[src/rtl/mpf_pkg.sv]
// Shared constants and helpers for the five-stage add/addi pipeline.
// Used by the pipeline top level; no dependencies.

package mpf_pkg;

	localparam int REG_COUNT = 32;
	localparam int ADDR_W    = $clog2(REG_COUNT);
	localparam int IDX_W     = 5;
	localparam int DATA_W    = 32;

	localparam logic [5:0] OP_RTYPE = 6'h00;
	localparam logic [5:0] OP_ADDI  = 6'h08;
	localparam logic [5:0] FN_ADD   = 6'h20;

	// index names an existing register
	function automatic logic in_range(input logic [IDX_W-1:0] idx);
		return {1'b0, idx} < (IDX_W + 1)'(REG_COUNT);
	endfunction

	// index may be written: existing and not r0
	function automatic logic dest_ok(input logic [IDX_W-1:0] idx);
		return (idx != '0) && in_range(idx);
	endfunction

endpackage

[src/rtl/mpf_ram.sv]
// Generic RAM: one write port, two read ports, registered read data.
// No package dependencies; contents undefined until written.

module mpf_ram #(
	parameter int WIDTH = 32,
	parameter int DEPTH = 32
) (
	input  logic                     clk,
	input  logic                     we,
	input  logic [$clog2(DEPTH)-1:0] waddr,
	input  logic [WIDTH-1:0]         wdata,
	input  logic                     re,
	input  logic [$clog2(DEPTH)-1:0] raddr_a,
	input  logic [$clog2(DEPTH)-1:0] raddr_b,
	output logic [WIDTH-1:0]         rdata_a,
	output logic [WIDTH-1:0]         rdata_b
);

	logic [WIDTH-1:0] mem [DEPTH];

	always_ff @(posedge clk) begin
		if (we) begin
			mem[waddr] <= wdata;
		end
		if (re) begin
			rdata_a <= mem[raddr_a];
			rdata_b <= mem[raddr_b];
		end
	end

endmodule

[src/rtl/mips_pipeline_with_forwarding.sv]
// Five-stage add/addi pipeline with EX and MEM forwarding.
// Depends on mpf_pkg and mpf_ram (register file storage).
//
// Usage:
//   Input channel (in_valid/in_ready, instr_word) takes one fetched
//   instruction word per transfer; a zero word is a bubble. Each input
//   transfer advances every stage latch by one stage, so the pipeline moves
//   only on input transfers, one per clock at full rate.
//   Output channel (out_valid/out_ready, wb_valid/wb_reg/wb_data) carries
//   one register write-back. The write retired by the instruction of input
//   transfer k is offered after input transfer k+4, from an output register.
//   Throughput is one instruction per cycle while input is taken; the
//   single EX adder and its forwarding muxes sit between ID/EX and EX/MEM.
//   When the receiver stalls, input is still taken as long as the next
//   step retires nothing; a step that retires a write waits until the
//   pending result is taken or is taken in the same cycle.
//   Reset (arst_n low) clears all stage controls, marks every register
//   file entry as zero through valid bits and empties the output register.
//   Words other than add and addi, and writes to r0, retire nothing.

module mips_pipeline_with_forwarding
	import mpf_pkg::*;
(
	input  logic              clk,
	input  logic              arst_n,
	input  logic              in_valid,
	output logic              in_ready,
	input  logic [31:0]       instr_word,
	output logic              out_valid,
	input  logic              out_ready,
	output logic              wb_valid,
	output logic [IDX_W-1:0]  wb_reg,
	output logic [DATA_W-1:0] wb_data
);

	// IF/ID
	logic [31:0]        ifid_s1;
	// ID/EX
	logic               idex_we_s2;
	logic               alusrc_s2;
	logic               regdst_s2;
	logic [IDX_W-1:0]   rs_s2, rt_s2, rd_s2;
	logic [DATA_W-1:0]  imm_s2;
	logic               byp_a_s2, byp_b_s2;
	logic               zero_a_s2, zero_b_s2;
	logic [DATA_W-1:0]  wdata_s2;
	// EX/MEM, MEM/WB
	logic               exmem_we_s3;
	logic [IDX_W-1:0]   exmem_dest_s3;
	logic [DATA_W-1:0]  exmem_val_s3;
	logic               memwb_we_s4;
	logic [IDX_W-1:0]   memwb_dest_s4;
	logic [DATA_W-1:0]  memwb_val_s4;

	logic [REG_COUNT-1:0] vld_q;
	logic                 out_valid_q;
	logic [IDX_W-1:0]     wb_reg_q;
	logic [DATA_W-1:0]    wb_data_q;

	logic               step;
	logic               rf_we;
	logic [5:0]         op_id, fn_id;
	logic [IDX_W-1:0]   rs_id, rt_id, rd_id, dest_id;
	logic               is_add, is_addi, we_id;
	logic               src_a_ok, src_b_ok;
	logic [DATA_W-1:0]  ram_a, ram_b;
	logic [DATA_W-1:0]  data1, data2, opa, opb, second;

	assign in_ready = !out_valid_q || out_ready || !memwb_we_s4;
	assign step     = in_valid && in_ready;
	assign rf_we    = step && memwb_we_s4 && dest_ok(memwb_dest_s4);

	// decode
	assign op_id   = ifid_s1[31:26];
	assign fn_id   = ifid_s1[5:0];
	assign rs_id   = ifid_s1[25:21];
	assign rt_id   = ifid_s1[20:16];
	assign rd_id   = ifid_s1[15:11];
	assign is_add  = (ifid_s1 != '0) && (op_id == OP_RTYPE) && (fn_id == FN_ADD);
	assign is_addi = (op_id == OP_ADDI);
	assign dest_id = is_add ? rd_id : rt_id;
	assign we_id   = (is_add || is_addi) && dest_ok(dest_id);

	assign src_a_ok = in_range(rs_id) && vld_q[rs_id[ADDR_W-1:0]];
	assign src_b_ok = in_range(rt_id) && vld_q[rt_id[ADDR_W-1:0]];

	mpf_ram #(
		.WIDTH(DATA_W),
		.DEPTH(REG_COUNT)
	) u_rf (
		.clk    (clk),
		.we     (rf_we),
		.waddr  (memwb_dest_s4[ADDR_W-1:0]),
		.wdata  (memwb_val_s4),
		.re     (step),
		.raddr_a(rs_id[ADDR_W-1:0]),
		.raddr_b(rt_id[ADDR_W-1:0]),
		.rdata_a(ram_a),
		.rdata_b(ram_b)
	);

	// register file value as seen in ID, write-before-read
	assign data1 = byp_a_s2 ? wdata_s2 : (zero_a_s2 ? '0 : ram_a);
	assign data2 = byp_b_s2 ? wdata_s2 : (zero_b_s2 ? '0 : ram_b);

	always_comb begin
		if (exmem_we_s3 && exmem_dest_s3 != '0 && exmem_dest_s3 == rs_s2) begin
			opa = exmem_val_s3;
		end else if (memwb_we_s4 && memwb_dest_s4 != '0 && memwb_dest_s4 == rs_s2) begin
			opa = memwb_val_s4;
		end else begin
			opa = data1;
		end
		if (exmem_we_s3 && exmem_dest_s3 != '0 && exmem_dest_s3 == rt_s2) begin
			opb = exmem_val_s3;
		end else if (memwb_we_s4 && memwb_dest_s4 != '0 && memwb_dest_s4 == rt_s2) begin
			opb = memwb_val_s4;
		end else begin
			opb = data2;
		end
	end

	assign second = alusrc_s2 ? imm_s2 : opb;

	// stage controls
	always_ff @(posedge clk or negedge arst_n) begin
		if (!arst_n) begin
			ifid_s1     <= '0;
			idex_we_s2  <= 1'b0;
			exmem_we_s3 <= 1'b0;
			memwb_we_s4 <= 1'b0;
			vld_q       <= '0;
		end else if (step) begin
			ifid_s1     <= instr_word;
			idex_we_s2  <= we_id;
			exmem_we_s3 <= idex_we_s2;
			memwb_we_s4 <= exmem_we_s3;
			if (rf_we) begin
				vld_q[memwb_dest_s4[ADDR_W-1:0]] <= 1'b1;
			end
		end
	end

	// stage payload
	always_ff @(posedge clk) begin
		if (step) begin
			alusrc_s2     <= is_addi;
			regdst_s2     <= is_add;
			rs_s2         <= rs_id;
			rt_s2         <= rt_id;
			rd_s2         <= rd_id;
			imm_s2        <= {{16{ifid_s1[15]}}, ifid_s1[15:0]};
			byp_a_s2      <= rf_we && (memwb_dest_s4 == rs_id);
			byp_b_s2      <= rf_we && (memwb_dest_s4 == rt_id);
			zero_a_s2     <= !src_a_ok;
			zero_b_s2     <= !src_b_ok;
			wdata_s2      <= memwb_val_s4;
			exmem_dest_s3 <= regdst_s2 ? rd_s2 : rt_s2;
			exmem_val_s3  <= opa + second;
			memwb_dest_s4 <= exmem_dest_s3;
			memwb_val_s4  <= exmem_val_s3;
		end
	end

	// result register
	always_ff @(posedge clk or negedge arst_n) begin
		if (!arst_n) begin
			out_valid_q <= 1'b0;
		end else if (rf_we) begin
			out_valid_q <= 1'b1;
		end else if (out_ready) begin
			out_valid_q <= 1'b0;
		end
	end

	always_ff @(posedge clk) begin
		if (rf_we) begin
			wb_reg_q  <= memwb_dest_s4;
			wb_data_q <= memwb_val_s4;
		end
	end

	assign out_valid = out_valid_q;
	assign wb_valid  = out_valid_q;
	assign wb_reg    = wb_reg_q;
	assign wb_data   = wb_data_q;

endmodule

[config.mk]
export PLATFORM = sky130hd
export DESIGN_NAME = mips_pipeline_with_forwarding
export DESIGN_NICKNAME = d
export VERILOG_FILES = /design/src/rtl/mpf_pkg.sv /design/src/rtl/mpf_ram.sv /design/src/rtl/mips_pipeline_with_forwarding.sv
export SDC_FILE = /design/constraint.sdc
export NUM_CORES = 2
export LEC_CHECK = 0
export ABC_CLOCK_PERIOD_IN_PS = 8000
export BUFFER_PORTS_ARGS = -buffer_cell sky130_fd_sc_hd__buf_4
export CORE_ASPECT_RATIO = 0.6
export CORE_MARGIN = 5
export CORE_UTILIZATION = 34
export CTS_BUF_LIST = sky130_fd_sc_hd__clkbuf_2 sky130_fd_sc_hd__clkbuf_4 sky130_fd_sc_hd__clkbuf_8
export DETAILED_ROUTE_END_ITERATION = 8
export PLACE_DENSITY = 0.58
export SYNTH_ARGS = -nofsm -noshare
export SYNTH_HDL_FRONTEND = slang
export SYNTH_SLANG_ARGS = --single-unit
[constraint.sdc]
create_clock -name clk -period 8 [get_ports clk]
set_input_delay 1.6 -clock clk [delete_from_list [all_inputs] [get_ports clk]]
set_output_delay 1.6 -clock clk [all_outputs]
set_load 0.03 [all_outputs]
==> flow_summary.yaml <==
run_status:
  status: "completed"
floorplan:
  dieArea_mm2: 0.189
  die_y_um: 338
  coreArea_mm2: 0.179
  initial_core_util_pct: 34.2
  dieWidth_um: 557
  fp-row-count: 120
  pin_count: 76
min_path:
  hold_path_depth: 0
  hold_end: "vld_q[0]"
  hold_start: "vld_q[0]"
  hold_path_class: "register to register"
clocking:
  clkTransAtPathRegs_ps: 70
  cts_root_buf: "clkbuf_8"
  post_cts_buffers: 0
  cts_tree: "built"
  clk_latency_ps: 920
  cts_buffers: 193
  ctsHoldBuffers: 0
  cts_max_path_buffers: 4
  cts_max_level: 4
  clock-sinks: 1331
  cts_resized: 0
logic_synthesis:
  ys_seq_elements: 1331
  syn_area_per_cell_um2: 19.8
  synthesis.instances: 3082
  synthMuxAreaShare_pct: 25.7
  synth_ff_type: "edfxtp_1"
  synth_xor_area_share_pct: 0.832
  synth_top_family_by_area: "multiplexers"
  synthAdderAreaFrac_pct: 0.668
  synth-simple-area-share_pct: 3.05
  synth-compound-area-share_pct: 3.22
  syn-cell-area_mm2: 0.0611
  async_reset_ff_share_pct: 5.11
  ys_warn_count: 0
  yosysUniqueCellTypes: 64
  synth-edff-count: 1263
  yosysSeqAreaShare_pct: 64.9
placed_design:
  portBuffers: 75
  dp_hpwl_um: 103000
  place_ws_ps: 1900
  place_congestion: 0.854
route:
  drc: 0
  drt-pass1-iter-count: 5
  wl_um: 183000
  wl_per_cell_um: 31.7
  first_iter_violations: 4349
  drt.antenna.violating_nets: 0
  num_vias: 33800
  vias_per_cell: 5.85
finish:
  final_common_cell: "edfxtp_1"
  largest-register: "u_rf.mem"
  syn_to_final_growth_pct: 12.4
  drive_above_1_share_pct: 37.6
  largest_reg_flops: 1024
  final_cell_mix: "1263 x edfxtp_1, 660 x mux4_2, 201 x clkbuf_8, 172 x buf_4, 170 x nand2_1"
  num-nets-final: 3335
global_routing:
  grt_pass1_wl_um: 257000
  antenna_found_initial: 7
  grt_pass1_vias: 33300
  grt-ovfl-total: 0
  grt_max_degree: 143
  gr-usage-all-layers_pct: 19.0
pwr:
  peakVddDrop_v: 0.000110
  leakage_nw: 21.8
  powerDensity_mw_per_mm2: 225
sta:
  layout_setup_ws_ps: 2550
  tns_ps: 0
  post-route-period-util_pct: 68.1
  tightest_slew_ps: 1310
  fin_worst_skew_ps: 66.2
  slew_headroom_pct: 12.4
  slew_viol_final: 0
  period_minus_slack_ps: 5450
  setup_viol: 0
  final_hold_viol_count: 0
  rsz0062_at_grt: "no"
  max_freq_mhz: 184
setup_path:
  critical_path_required_ps: 8640
  reg2reg_depth: 17
  start_kind: "register"
  cp.arrival_ps: 6090
  end_kind: "register"
  crit-reg2reg-launch: "memwb_dest_s4[3]"
  critical-path-slowest-cell: "nand4_2"
  crit_path_max_incr_delay_ps: 880
  path_depth: 17
  critical_path.top_delay_family: "simple AND/OR/NAND/NOR gates"
  r2r-end: "exmem_val_s3[26]"
  reg2reg_slack_ps: 2550
  critPathMaxFanout: 33
  worstSetupPathType: "register to register"
  critPathBufInv: 0
  crit_chain: "or3_4, o311a_1, nand4_2, nor2_1, nor3_1, a21oi_1, o21ai_1, ha_1, fa_1, a211oi_1, o211a_1, nor3_2, nor2_1, o31ai_2, a31oi_1, o31ai_2, xor2_1"
flow_run:
  maxCapViolCount: 0
[routing by layer]
| layer | global-route usage [%] | vias up | wire length (um) |
|---|---|---|---|
| met2 | 26.4 | 1934 | 77800 |
| met4 | 4.60 | 0 | 4490 |
| met5 | 0 | - | 0 |
| li1 | - | 13400 | - |
| met1 | 29.7 | 18200 | 81900 |
| met3 | 4.75 | 277 | 19100 |
[report_power, final]
group          internal, W  switching [W]  leakage [nW]
Clock              0.00277        0.00273          1.92
Combinational     0.000860       0.000949          7.44
Sequential         0.00792       0.000254          12.4
Total               0.0115        0.00394          21.8
[per-stage QoR]
step	std cells	power, W	cell area, um^2	util, %	hold WS (ps)
2_1_floorplan	3113	0.00948	61200	-	420
3_3_place_gp	5451	0.0101	65000	36.4	382
3_5_place_dp	5451	0.0101	65000	36.4	388
4_1_cts	5787	0.0156	68700	38.5	404
5_1_grt	5787	0.0160	68700	38.5	428
6_report	5789	0.0155	68700	38.5	403
[logic make-up after synthesis]
family | after synthesis
AOI/OAI and AO/OA | 280
xor gates and xnor gates | 58
adders and majority gates | 32
buffers and inverters | 233
DFF | 1331
muxes | 733
other | 1
and+or+nand+nor | 414
[worst max-delay path by stage]
stage / start / endpoint / slack [ps]
after floorplan: out_ready / alusrc_s2 / 260
after global placement: out_ready / u_rf.mem[6][2] / 1910
after detailed placement: out_ready / u_rf.mem[6][2] / 1900
after CTS: memwb_dest_s4[3] / exmem_val_s3[26] / 2630
after global routing: memwb_dest_s4[3] / exmem_val_s3[26] / 2150
final: memwb_dest_s4[3] / exmem_val_s3[26] / 2550
[Yosys cell counts, types with 7 or more instances]
master,instances,area (um^2)
inv_1,9,33.8
nand3_1,10,50.1
nor2_1,123,462
xnor2_1,33,289
ha_1,31,388
mux2_2,69,777
nand2_1,170,638
a22oi_1,30,225
a221oi_2,30,450
buf_2,52,260
mux4_2,660,14900
or2_1,32,200
clkbuf_1,127,477
a211oi_1,20,150
dfrtp_1,68,1700
xor2_1,25,219
edfxtp_1,1263,37900
a21oi_1,82,410
buf_4,7,52.6
nor3_1,34,170
a21o_1,13,97.6
buf_1,28,105
o21ai_0,41,205
o21ai_1,31,155
buf_6,9,101
[final cells by class]
type                    count  area [um^2]
diodes                      2         5.00
clock buffers             247         3110
clock inverters            89          582
fillers                 16000       110000
inverters                  10         45.0
multi-input cells        1549        20800
flip-flops and latches   1331        39700
well taps                2379         2980
repair buffers            182         1490
Power figures use the tool's default switching activity.
